File: config.mk
export PLATFORM = sky130hd
export DESIGN_NAME = threshold_pulse_integrator
export DESIGN_NICKNAME = d
export VERILOG_FILES = /design/src/tpi_pkg.sv /design/src/tpi_core.sv /design/src/tpi_result_fifo.sv /design/src/threshold_pulse_integrator.sv
export SDC_FILE = /design/constraint.sdc
export NUM_CORES = 1
export LEC_CHECK = 0
export BUFFER_PORTS_ARGS = -buffer_cell sky130_fd_sc_hd__buf_2
export CAP_MARGIN = 20
export CORE_ASPECT_RATIO = 1.4
export CORE_MARGIN = 2
export CORE_UTILIZATION = 55
export DETAILED_ROUTE_END_ITERATION = 6
export PLACE_DENSITY = 0.72
export SLEW_MARGIN = 10
export SYNTH_ARGS = -nofsm -noshare
export SYNTH_HDL_FRONTEND = slang
export SYNTH_SLANG_ARGS = --single-unit
File: constraint.sdc
create_clock -name aclk -period 8.9 [get_ports aclk]
set_clock_uncertainty 0.1 [all_clocks]
set_input_delay 2.225 -clock aclk [delete_from_list [all_inputs] [get_ports aclk]]
set_output_delay 2.225 -clock aclk [all_outputs]
set_load 0.1 [all_outputs]
File: src/tpi_pkg.sv
`timescale 1ns / 1ps
// ----------------------------------------------------------------------------
// tpi_pkg
// Shared widths, constants, codes and result type of the pulse integrator.
// ----------------------------------------------------------------------------
package tpi_pkg;

    localparam int SAMPLE_W     = 14;   // ADC sample and baseline
    localparam int DIFF_W       = 15;   // baseline minus sample, level
    localparam int THRESH_W     = 12;
    localparam int RECORD_LENGTH = 2048;
    localparam int INDEX_W      = $clog2(RECORD_LENGTH);
    localparam int CHARGE_W     = 26;
    localparam int RUN_CHARGE_W = 27;
    localparam int WIDTH_W      = 12;
    localparam int PEAK_W       = 14;
    localparam int COUNT_W      = 32;
    localparam int PRE_MAX      = 8;
    localparam int HSUM_W       = DIFF_W + $clog2(PRE_MAX + 1);
    localparam int PRE_SAMPLES_DEFAULT = 2;

    localparam logic [INDEX_W-1:0] INDEX_LAST = INDEX_W'(RECORD_LENGTH - 1);
    localparam logic signed [RUN_CHARGE_W-1:0] CHARGE_MAX =
        RUN_CHARGE_W'((1 << (CHARGE_W - 1)) - 1);
    localparam logic [WIDTH_W-1:0] WIDTH_MAX = '1;
    localparam logic [COUNT_W-1:0] COUNT_MAX = '1;

    localparam logic signed [SAMPLE_W-1:0] BASELINE_RESET  = '0;
    localparam logic [THRESH_W-1:0]        THRESHOLD_RESET = THRESH_W'(10);

    localparam int CFG_INDEX_W = 1;
    localparam int CFG_DATA_W  = SAMPLE_W;
    localparam int S_TDATA_W   = 16;
    localparam int M_TDATA_W   = 120;
    localparam int FIFO_DEPTH  = 4;

    typedef enum logic [CFG_INDEX_W-1:0] {
        REG_BASELINE  = 1'b0,
        REG_THRESHOLD = 1'b1
    } cfg_reg_t;

    typedef enum logic {
        KIND_CROSSING = 1'b0,
        KIND_PULSE    = 1'b1
    } result_kind_t;

    typedef struct packed {
        result_kind_t                kind;
        logic [INDEX_W-1:0]          start_index;
        logic signed [CHARGE_W-1:0]  charge_sum;
        logic [WIDTH_W-1:0]          pulse_width;
        logic [INDEX_W-1:0]          rise_samples;
        logic [PEAK_W-1:0]           peak_height;
        logic [INDEX_W-1:0]          crossing_interval;
        logic [COUNT_W-1:0]          dark_count;
        logic                        last_of_run;
    } result_t;

    typedef struct packed {
        logic not_empty;
        logic room_for_two;
    } fifo_status_t;

endpackage

File: src/tpi_core.sv
`timescale 1ns / 1ps
// ----------------------------------------------------------------------------
// tpi_core
// Per-sample pulse tracking: trigger, charge sum, peak, crossings, records.
// ----------------------------------------------------------------------------
module tpi_core import tpi_pkg::*; #(
    parameter int PRE_SAMPLES = PRE_SAMPLES_DEFAULT
) (
    input  logic                        aclk,
    input  logic                        aresetn,
    input  logic                        step,
    input  logic signed [SAMPLE_W-1:0]  sample_value,
    input  logic                        record_start,
    input  logic                        record_end,
    input  logic signed [SAMPLE_W-1:0]  baseline_level,
    input  logic [THRESH_W-1:0]         trigger_threshold,
    output logic [1:0]                  res_count,
    output result_t                     res_first,
    output result_t                     res_second
);

    localparam int HIST_DEPTH = (PRE_SAMPLES > 0) ? PRE_SAMPLES : 1;

    // state
    logic                            in_pulse_reg;
    logic [INDEX_W-1:0]              idx_reg;
    logic signed [DIFF_W-1:0]        hist_reg [HIST_DEPTH];
    logic signed [SAMPLE_W-1:0]      prev_reg;
    logic signed [RUN_CHARGE_W-1:0]  charge_reg;
    logic [WIDTH_W-1:0]              width_reg;
    logic [INDEX_W-1:0]              pstart_reg;
    logic [PEAK_W-1:0]               peak_reg;
    logic [INDEX_W-1:0]              peak_idx_reg;
    logic [INDEX_W-1:0]              last_x_reg;
    logic [COUNT_W-1:0]              total_reg;

    logic                            in_pulse_next;
    logic [INDEX_W-1:0]              idx_next;
    logic signed [RUN_CHARGE_W-1:0]  charge_next;
    logic [WIDTH_W-1:0]              width_next;
    logic [INDEX_W-1:0]              pstart_next;
    logic [PEAK_W-1:0]               peak_next;
    logic [INDEX_W-1:0]              peak_idx_next;
    logic [INDEX_W-1:0]              last_x_next;
    logic [COUNT_W-1:0]              total_next;

    // working values
    logic                            rec_begin;
    logic [INDEX_W-1:0]              idx_cur;
    logic signed [DIFF_W-1:0]        hist_cur [HIST_DEPTH];
    logic signed [DIFF_W-1:0]        prev_cur;
    logic [INDEX_W-1:0]              last_x_cur;
    logic                            in_pulse_cur;
    logic signed [DIFF_W-1:0]        s_ext;
    logic signed [DIFF_W-1:0]        base_ext;
    logic signed [DIFF_W-1:0]        level;
    logic signed [DIFF_W-1:0]        diff;
    logic                            last_sample;
    logic                            trig;
    logic                            active;
    logic                            below;
    logic                            cross_hit;
    logic                            close_pulse;
    logic signed [HSUM_W-1:0]        hsum;
    logic signed [RUN_CHARGE_W-1:0]  charge0;
    logic signed [RUN_CHARGE_W-1:0]  charge_add;
    logic [WIDTH_W-1:0]              width0;
    logic [PEAK_W-1:0]               peak0;
    logic [INDEX_W-1:0]              peak_idx0;
    result_t                         cross_res;
    result_t                         pulse_res;

    always_comb begin
        rec_begin  = record_start || (idx_reg == '0);
        idx_cur    = rec_begin ? '0 : idx_reg;
        last_x_cur = rec_begin ? '0 : last_x_reg;
        in_pulse_cur = rec_begin ? 1'b0 : in_pulse_reg;
        for (int k = 0; k < HIST_DEPTH; k++) begin
            hist_cur[k] = rec_begin ? '0 : hist_reg[k];
        end

        s_ext    = DIFF_W'(sample_value);
        base_ext = DIFF_W'(baseline_level);
        prev_cur = rec_begin ? base_ext : DIFF_W'(prev_reg);
        level    = base_ext - $signed({3'b000, trigger_threshold});
        diff     = base_ext - s_ext;
        last_sample = record_end || (idx_cur == INDEX_LAST);

        hsum = '0;
        for (int k = 0; k < PRE_SAMPLES; k++) begin
            hsum = hsum + HSUM_W'(hist_cur[k]);
        end

        // trigger: open a pulse, seed charge with the pre-trigger history
        trig      = !in_pulse_cur && (s_ext < level);
        active    = in_pulse_cur || trig;
        charge0   = trig ? RUN_CHARGE_W'(hsum) : charge_reg;
        width0    = trig ? WIDTH_W'(PRE_SAMPLES) : width_reg;
        pstart_next = trig ? idx_cur : pstart_reg;
        peak0     = trig ? diff[PEAK_W-1:0] : peak_reg;
        peak_idx0 = trig ? idx_cur : peak_idx_reg;

        below      = s_ext < base_ext;
        charge_add = charge0 + RUN_CHARGE_W'(diff);
        cross_hit  = active && below && (prev_cur > level) && (s_ext < level);

        charge_next   = charge0;
        width_next    = width0;
        peak_next     = peak0;
        peak_idx_next = peak_idx0;
        if (active && below) begin
            charge_next = (charge_add > CHARGE_MAX) ? CHARGE_MAX : charge_add;
            if (width0 != WIDTH_MAX) begin
                width_next = width0 + WIDTH_W'(1);
            end
            if (diff[PEAK_W-1:0] > peak0) begin
                peak_next     = diff[PEAK_W-1:0];
                peak_idx_next = idx_cur;
            end
        end

        // close on return to baseline, or on the record's last sample
        close_pulse   = active && (!below || last_sample);
        in_pulse_next = active && !close_pulse;

        total_next  = (cross_hit && total_reg != COUNT_MAX) ?
                      total_reg + COUNT_W'(1) : total_reg;
        last_x_next = cross_hit ? idx_cur : last_x_cur;
        idx_next    = last_sample ? '0 : idx_cur + INDEX_W'(1);

        cross_res.kind              = KIND_CROSSING;
        cross_res.start_index       = pstart_next;
        cross_res.charge_sum        = '0;
        cross_res.pulse_width       = '0;
        cross_res.rise_samples      = '0;
        cross_res.peak_height       = '0;
        cross_res.crossing_interval = idx_cur - last_x_cur;
        cross_res.dark_count        = total_next;
        cross_res.last_of_run       = !close_pulse;

        pulse_res.kind              = KIND_PULSE;
        pulse_res.start_index       = pstart_next;
        pulse_res.charge_sum        = charge_next[CHARGE_W-1:0];
        pulse_res.pulse_width       = width_next;
        pulse_res.rise_samples      = peak_idx_next - pstart_next;
        pulse_res.peak_height       = peak_next;
        pulse_res.crossing_interval = '0;
        pulse_res.dark_count        = total_next;
        pulse_res.last_of_run       = 1'b1;

        res_count  = step ? {1'b0, cross_hit} + {1'b0, close_pulse} : 2'd0;
        res_first  = cross_hit ? cross_res : pulse_res;
        res_second = pulse_res;
    end

    always_ff @(posedge aclk) begin
        if (!aresetn) begin
            in_pulse_reg <= 1'b0;
            idx_reg      <= '0;
            total_reg    <= '0;
        end else if (step) begin
            in_pulse_reg <= in_pulse_next;
            idx_reg      <= idx_next;
            total_reg    <= total_next;
        end
    end

    always_ff @(posedge aclk) begin
        if (step) begin
            hist_reg[0] <= diff;
            for (int k = 1; k < HIST_DEPTH; k++) begin
                hist_reg[k] <= hist_cur[k-1];
            end
            prev_reg     <= sample_value;
            charge_reg   <= charge_next;
            width_reg    <= width_next;
            pstart_reg   <= pstart_next;
            peak_reg     <= peak_next;
            peak_idx_reg <= peak_idx_next;
            last_x_reg   <= last_x_next;
        end
    end

endmodule

File: src/tpi_result_fifo.sv
`timescale 1ns / 1ps
// ----------------------------------------------------------------------------
// tpi_result_fifo
// Small result queue: takes up to two results a cycle, hands out one.
// ----------------------------------------------------------------------------
module tpi_result_fifo import tpi_pkg::*; #(
    parameter int DEPTH = FIFO_DEPTH
) (
    input  logic          aclk,
    input  logic          aresetn,
    input  logic [1:0]    push_count,
    input  result_t       push_first,
    input  result_t       push_second,
    input  logic          pop,
    output result_t       head,
    output fifo_status_t  status
);

    localparam int PTR_W = $clog2(DEPTH);
    localparam int CNT_W = $clog2(DEPTH + 1);

    result_t            mem [DEPTH];
    logic [PTR_W-1:0]   wr_ptr_reg;
    logic [PTR_W-1:0]   wr_ptr_next;
    logic [PTR_W-1:0]   wr_ptr_plus1;
    logic [PTR_W-1:0]   rd_ptr_reg;
    logic [PTR_W-1:0]   rd_ptr_next;
    logic [CNT_W-1:0]   count_reg;
    logic [CNT_W-1:0]   count_next;

    always_comb begin
        wr_ptr_plus1 = wr_ptr_reg + PTR_W'(1);
        wr_ptr_next  = wr_ptr_reg + PTR_W'(push_count);
        rd_ptr_next  = rd_ptr_reg + PTR_W'(pop);
        count_next   = count_reg + CNT_W'(push_count) - CNT_W'(pop);
        head                = mem[rd_ptr_reg];
        status.not_empty    = (count_reg != '0);
        status.room_for_two = (count_reg <= CNT_W'(DEPTH - 2));
    end

    always_ff @(posedge aclk) begin
        if (push_count != 2'd0) begin
            mem[wr_ptr_reg] <= push_first;
        end
        if (push_count == 2'd2) begin
            mem[wr_ptr_plus1] <= push_second;
        end
    end

    always_ff @(posedge aclk) begin
        if (!aresetn) begin
            wr_ptr_reg <= '0;
            rd_ptr_reg <= '0;
            count_reg  <= '0;
        end else begin
            wr_ptr_reg <= wr_ptr_next;
            rd_ptr_reg <= rd_ptr_next;
            count_reg  <= count_next;
        end
    end

endmodule

File: src/threshold_pulse_integrator.sv
`timescale 1ns / 1ps
// ----------------------------------------------------------------------------
// threshold_pulse_integrator
// Threshold-triggered pulse charge integrator for one digitizer channel.
// ----------------------------------------------------------------------------
// Takes one signed ADC sample per word and accepts a new word every clock
// while the result queue has room for two more results. A word is held in
// the input register, where the pulse logic works on it and writes its
// results into a four-entry result queue that drives the result stream.
// A pulse opens when a sample lies more than trigger_threshold below
// baseline_level and closes on return to baseline or at the end of the
// record (tlast, or index RECORD_LENGTH-1). A sample yields zero, one or
// two results: a crossing interval (tuser 0) and/or a finished pulse
// record (tuser 1), the crossing first; tlast marks the last result of a
// sample. The sustained rate is one sample per clock as long as the sink
// takes one result per clock; a sample with two results needs two output
// words, and the input stalls once the result queue cannot hold two more.
// Write the configuration registers only while the block is idle.
// ----------------------------------------------------------------------------
module threshold_pulse_integrator import tpi_pkg::*; #(
    parameter int PRE_SAMPLES = PRE_SAMPLES_DEFAULT
) (
    input  logic                    aclk,
    input  logic                    aresetn,
    // sample stream
    input  logic                    s_tvalid,
    output logic                    s_tready,
    input  logic [S_TDATA_W-1:0]    s_tdata,    // [13:0] sample_value
    input  logic                    s_tuser,    // record_start
    input  logic                    s_tlast,    // record_end
    // result stream
    output logic                    m_tvalid,
    input  logic                    m_tready,
    // [10:0] start_index, [36:11] charge_sum, [48:37] pulse_width,
    // [59:49] rise_samples, [73:60] peak_height, [84:74] crossing_interval,
    // [116:85] dark_count, [119:117] zero
    output logic [M_TDATA_W-1:0]    m_tdata,
    output logic                    m_tuser,    // result_kind
    output logic                    m_tlast,    // last_of_run
    // configuration writes
    input  logic                    cfg_valid,
    output logic                    cfg_ready,
    input  logic [CFG_INDEX_W-1:0]  cfg_index,
    input  logic [CFG_DATA_W-1:0]   cfg_data
);

    // configuration registers
    logic signed [SAMPLE_W-1:0]  baseline_reg;
    logic [THRESH_W-1:0]         threshold_reg;

    // input register
    logic                        in_valid_reg;
    logic                        in_valid_next;
    logic signed [SAMPLE_W-1:0]  sample_reg;
    logic                        rstart_reg;
    logic                        rend_reg;

    logic                        s_accept;
    logic                        step;
    logic [1:0]                  res_count;
    result_t                     res_first;
    result_t                     res_second;
    result_t                     head;
    fifo_status_t                fifo_status;

    assign cfg_ready = 1'b1;

    // hold the baseline and threshold until software writes them
    always_ff @(posedge aclk) begin
        if (!aresetn) begin
            baseline_reg  <= BASELINE_RESET;
            threshold_reg <= THRESHOLD_RESET;
        end else if (cfg_valid && cfg_ready) begin
            unique case (cfg_reg_t'(cfg_index))
                REG_BASELINE:  baseline_reg  <= $signed(cfg_data[SAMPLE_W-1:0]);
                REG_THRESHOLD: threshold_reg <= cfg_data[THRESH_W-1:0];
                default: ;
            endcase
        end
    end

    // process the held word only when the queue can take both results
    always_comb begin
        step          = in_valid_reg && fifo_status.room_for_two;
        s_tready      = !in_valid_reg || step;
        s_accept      = s_tvalid && s_tready;
        in_valid_next = s_accept || (in_valid_reg && !step);
    end

    always_ff @(posedge aclk) begin
        if (!aresetn) begin
            in_valid_reg <= 1'b0;
        end else begin
            in_valid_reg <= in_valid_next;
        end
    end

    always_ff @(posedge aclk) begin
        if (s_accept) begin
            sample_reg <= $signed(s_tdata[SAMPLE_W-1:0]);
            rstart_reg <= s_tuser;
            rend_reg   <= s_tlast;
        end
    end

    tpi_core #(
        .PRE_SAMPLES (PRE_SAMPLES)
    ) u_core (
        .aclk              (aclk),
        .aresetn           (aresetn),
        .step              (step),
        .sample_value      (sample_reg),
        .record_start      (rstart_reg),
        .record_end        (rend_reg),
        .baseline_level    (baseline_reg),
        .trigger_threshold (threshold_reg),
        .res_count         (res_count),
        .res_first         (res_first),
        .res_second        (res_second)
    );

    tpi_result_fifo #(
        .DEPTH (FIFO_DEPTH)
    ) u_fifo (
        .aclk        (aclk),
        .aresetn     (aresetn),
        .push_count  (res_count),
        .push_first  (res_first),
        .push_second (res_second),
        .pop         (m_tvalid && m_tready),
        .head        (head),
        .status      (fifo_status)
    );

    // drive the result word from the queue head
    always_comb begin
        m_tvalid = fifo_status.not_empty;
        m_tuser  = head.kind;
        m_tlast  = head.last_of_run;
        m_tdata  = {3'b000, head.dark_count, head.crossing_interval,
                    head.peak_height, head.rise_samples, head.pulse_width,
                    head.charge_sum, head.start_index};
    end

`ifndef SYNTHESIS
    // a pulse record always closes the results of its sample
    a_pulse_is_last: assert property (@(posedge aclk) disable iff (!aresetn)
        (m_tvalid && m_tuser == KIND_PULSE) |-> m_tlast)
        else $error("pulse record without tlast");

    // a crossing word carries no charge, width or peak figures
    a_crossing_clean: assert property (@(posedge aclk) disable iff (!aresetn)
        (m_tvalid && m_tuser == KIND_CROSSING) |->
        (m_tdata[36:11] == '0 && m_tdata[48:37] == '0 && m_tdata[73:60] == '0))
        else $error("crossing word with pulse fields set");

    // a closed pulse spans its pre-trigger samples plus at least one more
    a_pulse_width: assert property (@(posedge aclk) disable iff (!aresetn)
        (m_tvalid && m_tuser == KIND_PULSE) |->
        (m_tdata[48:37] >= WIDTH_W'(PRE_SAMPLES + 1)))
        else $error("pulse record narrower than its pre-trigger span");

    // the dark count never goes down from one result to the next
    a_dark_monotonic: assert property (@(posedge aclk) disable iff (!aresetn)
        (m_tvalid && m_tready) ##1 m_tvalid |->
        (m_tdata[116:85] >= $past(m_tdata[116:85])))
        else $error("dark count decreased");
`endif

endmodule
==> results of run 1 <==
final cells by class:
type,instances,area (sq um)
Fill cell,5045,25010
Sequential cell,700,19730
Multi-Input combinational cell,2109,15180
Clock buffer,84,1803
Timing Repair Buffer,222,1404
Tap cell,847,1060
Inverter,144,555.5
Clock inverter,40,400.4
timing repair:
action	in CTS	in global routing
buffers inserted	0	3
resized for setup	0	12
setup endpoints to repair	0	16
synth_stat cells (27+ instances only):
cell / count
dfxtp_1: 130
mux2_2: 28
nand3_1: 50
clkbuf_1: 78
buf_2: 39
and2_1: 41
xnor2_1: 106
o21a_1: 31
edfxtp_1: 570
inv_1: 142
nand2b_1: 35
mux4_2: 119
o21ai_0: 111
buf_1: 33
nor2_1: 436
a21oi_1: 203
nor2b_1: 27
nor3_1: 79
mux2i_1: 41
ha_1: 129
nand2_1: 290
logic make-up (layout without fill, tap and decap cells):
group	after synthesis	after routing	synth area share (%)
xor+xnor	125	125	3.077
simple gates	1114	1114	14.83
mux	188	188	9.453
other cells	2	4	0.02084
flops	700	700	54.73
buf+inv	307	490	3.521
compound gates	541	541	9.470
fa+ha+maj	137	137	4.897
path summary, 6_finish.rpt:
path / start / end
worst min register to register: u_fifo.mem[0][118]$_SDFFE_PP1P_ / u_fifo.mem[0][118]$_SDFFE_PP1P_
worst max-delay path: baseline_reg[0]$_SDFFE_PN0P_ / u_fifo.mem[3][68]$_DFFE_PP_
worst max register to register: baseline_reg[0]$_SDFFE_PN0P_ / u_fifo.mem[3][68]$_DFFE_PP_
worst min-delay path: u_fifo.mem[0][118]$_SDFFE_PP1P_ / u_fifo.mem[0][118]$_SDFFE_PP1P_
power breakdown:
group | internal [mW] | switching (mW)
logic | 1.51 | 4.02
registers | 3.87 | 0.137
clock network | 1.61 | 1.28
metal layers:
metal | GRT usage [%] | wire [um]
met1 | 33.02 | 34600
met4 | 11.71 | 3631
met5 | 0 | 0
met2 | 48.95 | 47510
met3 | 4.164 | 5752
critical path: cells and delay by family (launching register included):
| kind | cells | cell delay, ns |
|---|---|---|
| AO/OA/AOI/OAI | 21 | 4.08 |
| buffers and inverters | 6 | 0.78 |
| AND/OR/NAND/NOR | 6 | 1.03 |
| multiplexers | 1 | 0.36 |
| adder cells (fa/ha/maj) | 5 | 1.48 |
| flip-flops | 1 | 0.31 |
through the flow:
stage | total power, mW | util, % | hold WS (ns) | worst slack, ns | TNS [ns]
global route | 12.96 | 61.60 | 0.3754 | -0.05085 | -0.1828
finish | 12.43 | 61.60 | 0.3437 | 0.5882 | 0
CTS | 12.44 | 61.41 | 0.3497 | 0.07878 | 0
detailed placement | 9.559 | 58.02 | 0.3411 | 0.1391 | 0
global placement | 9.452 | 58.02 | 0.3279 | 0.2980 | 0
floorplan | 8.334 | - | 0.3181 | 0.7611 | 0
==> results_dict.tcl, run 1 <==
set metrics [dict create \
    wirelength_um 91490 \
    post_drt_wl_per_cell_um 22.07 \
    finalMaxSlewViolations 0 \
    cp_slowest_cell "or3_4" \
    synth_edf_count 570 \
    synth-seq-cells 700 \
    post-route-min-period_ns 8.312 \
    grt_usage_pct 27.54 \
    detail_route.drc_violations 0 \
    largest_register_ff_count 476 \
    cts_tree "done" \
    cp.required_ns 9.28 \
    slew_headroom_pct 29.22 \
    path_common_cell "a21oi_1" \
    yosys.area.top_type "edfxtp_1" \
    netlist_area_sq_um 36030 \
    num_vias 25234 \
    synth_area_leaders "edfxtp_1, mux4_2, dfxtp_1" \
    mostFrequentLayoutCell "edfxtp_1" \
    clk_path_buf_depth 3 \
    port_buffers 156 \
    cts_inserted_buffers 68 \
    num-nets-final 3419 \
    final-hold-violation-count 0 \
    place_area_sq_um 37790 \
    io_pins 163 \
    rr_worst_depth 39 \
    clk-insertion-delay-late_ns 0.62 \
    fin_area_sq_um 40120 \
    num_rows 111 \
    yosysSeqAreaShare_pct 54.73 \
    ys.flop_type "edfxtp_1" \
    die_y_um 306.8 \
    layout.cells.non_filler 4146 \
    clkSlewWorstSetupHoldPaths_ns 0.06 \
    max-vdd-ir-drop_mv 0.3519 \
    vias_per_cell 6.086 \
    htreeDepth 3 \
    netlist-cell-type-count 94 \
    hold_depth 2 \
    cp.arrival_ns 8.70 \
    grt_overflow 0 \
    layout_common_cells "edfxtp_1, nor2_1, nand2_1" \
    drt_iter0_markers 1998 \
    fmax_ghz 0.1203 \
    setup_viol 0 \
    drive_above_1_share_pct 16.79 \
    rrSetupSlack_ns 0.59 \
    grt_max_degree 108 \
    n_antenna_cell 0 \
    dpl.hpwl_um 60330 \
    critPathMaxFanout 12 \
    antenna_found_initial 0 \
    hp-class "reg2reg" \
    worstMarginPinSlew_ns 1.062 \
    die_w_um 220.3 \
    synthCells 3114 \
    finalCritPeriodShare_pct 93.39 \
    cts_hold_buf 0 \
    max_stage_delay_ns 0.40 \
    start_kind "register" \
    leakage_nw 13.97 \
    synth-async-reset-ratio_pct 0 \
    gp_congestion 0.8943 \
    power_density_nw_per_um2 309.8 \
    post-place-cells 4017 \
    syn_area_per_cell_sq_um 11.57 \
    core_sq_um 65140 \
    die_area_sq_um 67600 \
    drv_cap 0 \
    cts_sinks 700 \
    status "finished, final reports clean" \
    dr.pass1.iters 5 \
    yosys_warnings 0 \
    grt_pass1_vias 26090 \
    area_growth_pct 11.37 \
    grt_pass1_wl_um 143000 \
    drt.antenna.violating_nets 0 \
    crit_type "reg2reg" \
    root_buffer "clkbuf_16" \
    synth_top_area_share_pct 47.51 \
    end_kind "register" \
    start_util_pct 55.31 \
]
Note: power is estimated with default switching activity, not from simulation.
==> run 2: changes to the inputs <==
--- a/config.mk
+++ b/config.mk
@@ -12,6 +12,7 @@
 export CORE_UTILIZATION = 55
 export DETAILED_ROUTE_END_ITERATION = 6
 export PLACE_DENSITY = 0.72
+export RECOVER_POWER = 25
 export SLEW_MARGIN = 10
 export SYNTH_ARGS = -nofsm -noshare
 export SYNTH_HDL_FRONTEND = slang
==> run 2 against run 1 <==
  * The run now ends with capacitance limit, slew limit left
  * Clock power barely moved
  * Die area did not move
  * Critical path depth stayed put
  * Sequential share of layout area increased by 0.21 points
  * Global-route usage unchanged
  * Wire length grew 0.26%
  * Critical path type unchanged
  * Largest cell class unchanged
==> results_dict.tcl, run 2 (synthesis results as in run 1) <==
set metrics [dict create \
    critPathMaxFanout 12 \
    grt_pass1_wl_um 143000 \
    fin_util_pct 61.33 \
    hold_slack_ns 0.3418 \
    start_util_pct 55.31 \
    clk_path_buf_depth 3 \
    setup_viol 0 \
    grt_overflow 0 \
    finalWorstSetupSlack_ns 0.5657 \
    vias_per_cell 6.113 \
    dp_slack_ns 0.1391 \
    core_sq_um 65140 \
    drive_above_1_share_pct 14.00 \
    grt_max_degree 108 \
    mostFrequentLayoutCell "edfxtp_1" \
    hp-start "u_fifo.mem[0][118]$_SDFFE_PP1P_" \
    n_antenna_cell 0 \
    final-hold-violation-count 0 \
    cts_sinks 700 \
    cp-startpoint "baseline_reg[0]$_SDFFE_PN0P_" \
    detail_route.drc_violations 0 \
    area_growth_pct 10.88 \
    max-vdd-ir-drop_mv 0.3380 \
    route.met3.wl_um 5617 \
    start_kind "register" \
    grt_usage_pct 27.54 \
    slew_headroom_pct -127.1 \
    crit_type "reg2reg" \
    max_stage_delay_ns 0.40 \
    status "finished, violations left" \
    worstMarginPinSlew_ns 3.407 \
    clk-insertion-delay-late_ns 0.62 \
    clkSlewWorstSetupHoldPaths_ns 0.06 \
    dr.pass1.iters 6 \
    htreeDepth 3 \
    met2_length_um 47640 \
    cp.buffers_inverters 6 \
    met1Wirelength_um 34870 \
    num-nets-final 3419 \
    finalCritPeriodShare_pct 93.64 \
    num_rows 111 \
    drt_iter0_markers 2006 \
    path_common_cell "a21oi_1" \
    largest_register_ff_count 476 \
    num_vias 25346 \
    cts_inserted_buffers 68 \
    die_w_um 220.3 \
    drv_cap 8 \
    hp-class "reg2reg" \
    fillers 5107 \
    top_layer_used "met4" \
    cp.required_ns 9.28 \
    post-route-min-period_ns 8.334 \
    antenna_found_initial 0 \
    root_buffer "clkbuf_16" \
    post_drt_wl_per_cell_um 22.13 \
    wirelength_um 91730 \
    r2r_start "baseline_reg[0]$_SDFFE_PN0P_" \
    io_pins 163 \
    fmax_ghz 0.1200 \
    finalMaxSlewViolations 325 \
    cp.arrival_ns 8.72 \
    rrSetupSlack_ns 0.57 \
    gp_congestion 0.8943 \
    cp_slowest_cell "or3_4" \
    end_kind "register" \
    leakage_nw 13.70 \
    cts_hold_buf 0 \
    critPathTopFamily "compound AO/OA/AOI/OAI gates" \
    dpl.hpwl_um 60330 \
    violations "capacitance limit, slew limit" \
    port_buffers 156 \
    power_density_nw_per_um2 310.4 \
    die_area_sq_um 67600 \
    drt.antenna.violating_nets 0 \
    layout_common_cells "edfxtp_1, nor2_1, nand2_1" \
    die_y_um 306.8 \
    grt_pass1_vias 26090 \
    cts_tree "done" \
]
## run 2: cell count changes in the layout (fill, tap and decap cells not counted), sizes merged
cell      previous run  this run
buf                222       133
clkbuf              84       173
clkinvlp             5         6
inv                149       148
## run 2: cell type report
type	count	area, sq um	area share (%)
Timing Repair Buffer	222	1260	3.154
Clock buffer	84	1803	4.513
Multi-Input combinational cell	2109	15150	37.93
Tap cell	847	1060	2.653
Clock inverter	40	400.4	1.002
Inverter	144	551.8	1.381
Sequential cell	700	19720	49.37
## run 2: worst paths after layout
kind	cells after the start	to
worst max-delay path	39	u_fifo.mem[3][68]$_DFFE_PP_
worst min-delay path	2	u_fifo.mem[0][118]$_SDFFE_PP1P_
worst max register to register	39	u_fifo.mem[3][68]$_DFFE_PP_
worst min register to register	2	u_fifo.mem[0][118]$_SDFFE_PP1P_
## run 2: power by group
| group | total [mW] | internal, mW | leakage, nW | switching (mW) |
|---|---|---|---|---|
| Combinational | 5.50 | 1.47 | 6.66 | 4.03 |
| Clock | 2.89 | 1.61 | 1.07 | 1.28 |
| Sequential | 4.01 | 3.87 | 5.97 | 0.137 |
## run 2: metrics by stage
step | power (mW) | cells | TNS [ns] | area [sq um]
after floorplan | 8.334 | 3116 | 0 | 36040
after global placement | 9.452 | 4017 | 0 | 37790
after detailed placement | 9.559 | 4017 | 0 | 37790
after CTS | 12.44 | 4141 | 0 | 40000
after global routing | 12.94 | 4146 | -0.1843 | 39950
final | 12.40 | 4146 | 0 | 39950
## run 2: worst reg2reg max path: cells and delay by family, from the launching register on
kind	cells	cell delay, ns
DFF	1	0.31
muxes	1	0.36
and+or+nand+nor	6	1.05
buffers and inverters	6	0.77
AOI/OAI and AO/OA	21	4.13
adders and majority gates	5	1.48
## run 2: per-layer routing
metal | track usage [%] | up-vias
met2 | 48.95 | 927
met4 | 11.71 | 0
met3 | 4.164 | 204
li1 | - | 11667
met5 | 0 | -
met1 | 33.02 | 12548
## run 2: repair_timing
item                       in CTS  in global routing
setup buffers                   0                  3
setup endpoints to repair       0                 16
resized for setup               0                 12
==> run 3: changes to the inputs <==
--- a/config.mk
+++ b/config.mk
@@ -7,7 +7,6 @@
 export LEC_CHECK = 0
 export BUFFER_PORTS_ARGS = -buffer_cell sky130_fd_sc_hd__buf_2
 export CAP_MARGIN = 20
-export CORE_ASPECT_RATIO = 1.4
 export CORE_MARGIN = 2
 export CORE_UTILIZATION = 55
 export DETAILED_ROUTE_END_ITERATION = 6
==> run 3 against run 2 <==
  * The run still ends with capacitance limit, slew limit left
  * Combinational power hardly changed
  * Largest power group unchanged
  * Final cell count rose by 0.27%
  * Sequential power barely moved
  * Critical path type unchanged
  * Clock power is 5% higher
  * First-iteration DRC count increased by 0.35%
==> results_dict.tcl, run 3 (synthesis results as in run 1) <==
set metrics [dict create \
    status "finished, violations left" \
    violations "capacitance limit, slew limit" \
    r2r_start "baseline_reg[0]$_SDFFE_PN0P_" \
    grt_usage_pct 27.31 \
    grt_max_degree 108 \
    htreeDepth 3 \
    end_kind "register" \
    hp-class "reg2reg" \
    die_area_sq_um 67570 \
    crit_type "reg2reg" \
    worstMarginPinSlew_ns 3.581 \
    finalWorstSetupSlack_ns 0.5529 \
    finalCritPeriodShare_pct 93.79 \
    hold_depth 2 \
    num_vias 25236 \
    rr_endpoint "u_fifo.mem[1][68]$_DFFE_PP_" \
    grt_pass1_vias 25752 \
    max-vdd-ir-drop_mv 0.2712 \
    io_pins 163 \
    cts_hold_buf 0 \
    largest_register_ff_count 476 \
    num_rows 93 \
    rr_worst_depth 40 \
    clk-insertion-delay-late_ns 0.63 \
    finalMaxSlewViolations 354 \
    grt_overflow 0 \
    port_buffers 156 \
    power_density_nw_per_um2 312.6 \
    clk_path_buf_depth 3 \
    p_clk_share_pct 24.2 \
    rrSetupSlack_ns 0.55 \
    power_frac_seq_pct 32.2 \
    wirelength_um 91220 \
    area_growth_pct 11.19 \
    setup_viol 0 \
    min_to "u_fifo.mem[2][118]$_SDFFE_PP1P_" \
    start_util_pct 55.79 \
    dp_slack_ns 0.1184 \
    drt.antenna.violating_nets 0 \
    detail_route.drc_violations 0 \
    mostFrequentLayoutCell "edfxtp_1" \
    layout.cells.non_filler 4157 \
    drive_above_1_share_pct 14.63 \
    gp_congestion 0.8994 \
    post-place-cells 4018 \
    start_kind "register" \
    p_sw_mw 5.457 \
    fmax_ghz 0.1198 \
    grt_pass1_wl_um 142900 \
    cts_sinks 700 \
    die_w_um 259.9 \
    cp_slowest_cell "fa_1" \
    core_sq_um 64580 \
    leakage_nw 13.84 \
    dr.pass1.iters 6 \
    path_common_cell "a21oi_1" \
    die_y_um 259.9 \
    cp.arrival_ns 8.74 \
    vias_per_cell 6.071 \
    antenna_found_initial 1 \
    cts_inserted_buffers 75 \
    root_buffer "clkbuf_16" \
    num-nets-final 3416 \
    intPower_mw 7.067 \
    max_stage_delay_ns 0.45 \
    comb_power_share_pct 43.7 \
    critPathMaxFanout 9 \
    hp-start "u_fifo.mem[2][118]$_SDFFE_PP1P_" \
    fillers 5124 \
    post-route-min-period_ns 8.347 \
    fin_util_pct 62.03 \
    drv_cap 7 \
    clkSlewWorstSetupHoldPaths_ns 0.06 \
    dpl.hpwl_um 57870 \
    slew_headroom_pct -140.0 \
    n_antenna_cell 0 \
    swShare_pct 43.57 \
    cp.required_ns 9.29 \
    critPathTopFamily "compound AO/OA/AOI/OAI gates" \
    rsz0062_at_grt "no" \
    drt_iter0_markers 2013 \
    setup_tns_ns 0 \
    post_drt_wl_per_cell_um 21.94 \
    cts_tree "done" \
    cp.buffers_inverters 4 \
    layout_common_cells "edfxtp_1, nor2_1, nand2_1" \
    final-hold-violation-count 0 \
]
## run 3: area by class of cell
class / instances / area [sq um] / area share, %
Tap cell: 855 / 1070 / 2.670
Inverter: 144 / 551.8 / 1.377
Clock inverter: 36 / 355.3 / 0.8870
Clock buffer: 101 / 2004 / 5.004
Sequential cell: 700 / 19720 / 49.23
Timing Repair Buffer: 212 / 1242 / 3.101
Multi-Input combinational cell: 2109 / 15110 / 37.73
## run 3: worst max-delay path by stage
stage | from | endpoint | slack (ns) | cells past startpoint
floorplan | baseline_reg[0]$_SDFFE_PN0P_ | u_fifo.mem[0][106]$_DFFE_PP_ | 0.76 | 30
global placement | baseline_reg[0]$_SDFFE_PN0P_ | u_fifo.mem[0][68]$_DFFE_PP_ | 0.30 | 39
detailed placement | baseline_reg[0]$_SDFFE_PN0P_ | u_fifo.mem[1][68]$_DFFE_PP_ | 0.12 | 39
CTS | baseline_reg[0]$_SDFFE_PN0P_ | u_fifo.mem[1][68]$_DFFE_PP_ | 0.01 | 39
global route | baseline_reg[0]$_SDFFE_PN0P_ | u_fifo.mem[2][68]$_DFFE_PP_ | 0.001 | 40
finish | baseline_reg[0]$_SDFFE_PN0P_ | u_fifo.mem[1][68]$_DFFE_PP_ | 0.55 | 40
## run 3: through the flow
stage	power (mW)	instance area (sq um)	hold WS (ns)
after CTS	12.56	40160	0.3438
final	12.52	40060	0.3455
after global placement	9.445	37800	0.3284
after floorplan	8.334	36040	0.3181
after detailed placement	9.537	37800	0.3346
after global routing	13.06	40060	0.3775
## run 3: power groups by stage
stage | logic [mW] | registers [mW] | clock network [mW]
6_report | 5.47 | 4.03 | 3.03
5_1_grt | 5.82 | 4.06 | 3.18
4_1_cts | 5.47 | 4.02 | 3.07
3_5_place_dp | 5.44 | 4.09 | 0
3_3_place_gp | 5.37 | 4.08 | 0
2_1_floorplan | 4.32 | 4.01 | 0
## run 3: timing repair
item,4_1_cts,5_1_grt
buffers inserted,0,1
resized for setup,0,12
setup endpoints to repair,0,108
## run 3: layer usage
metal / vias to the layer above / track usage [%] / routed length (um)
met2: 892 / 46.66 / 45610
met1: 12542 / 35.85 / 37140
met4: 0 / 9.179 / 2541
met5: - / 0 / 0
li1: 11642 / - / -
met3: 160 / 3.996 / 5928
## run 3: worst reg2reg max path: cells and delay by family (launching register included)
kind | cells | cell delay [ns]
AO/OA/AOI/OAI | 20 | 3.22
multiplexers | 2 | 0.47
AND/OR/NAND/NOR | 7 | 1.41
adder cells (fa/ha/maj) | 6 | 1.84
XOR/XNOR | 1 | 0.21
flip-flops | 1 | 0.31
buffers and inverters | 4 | 0.65
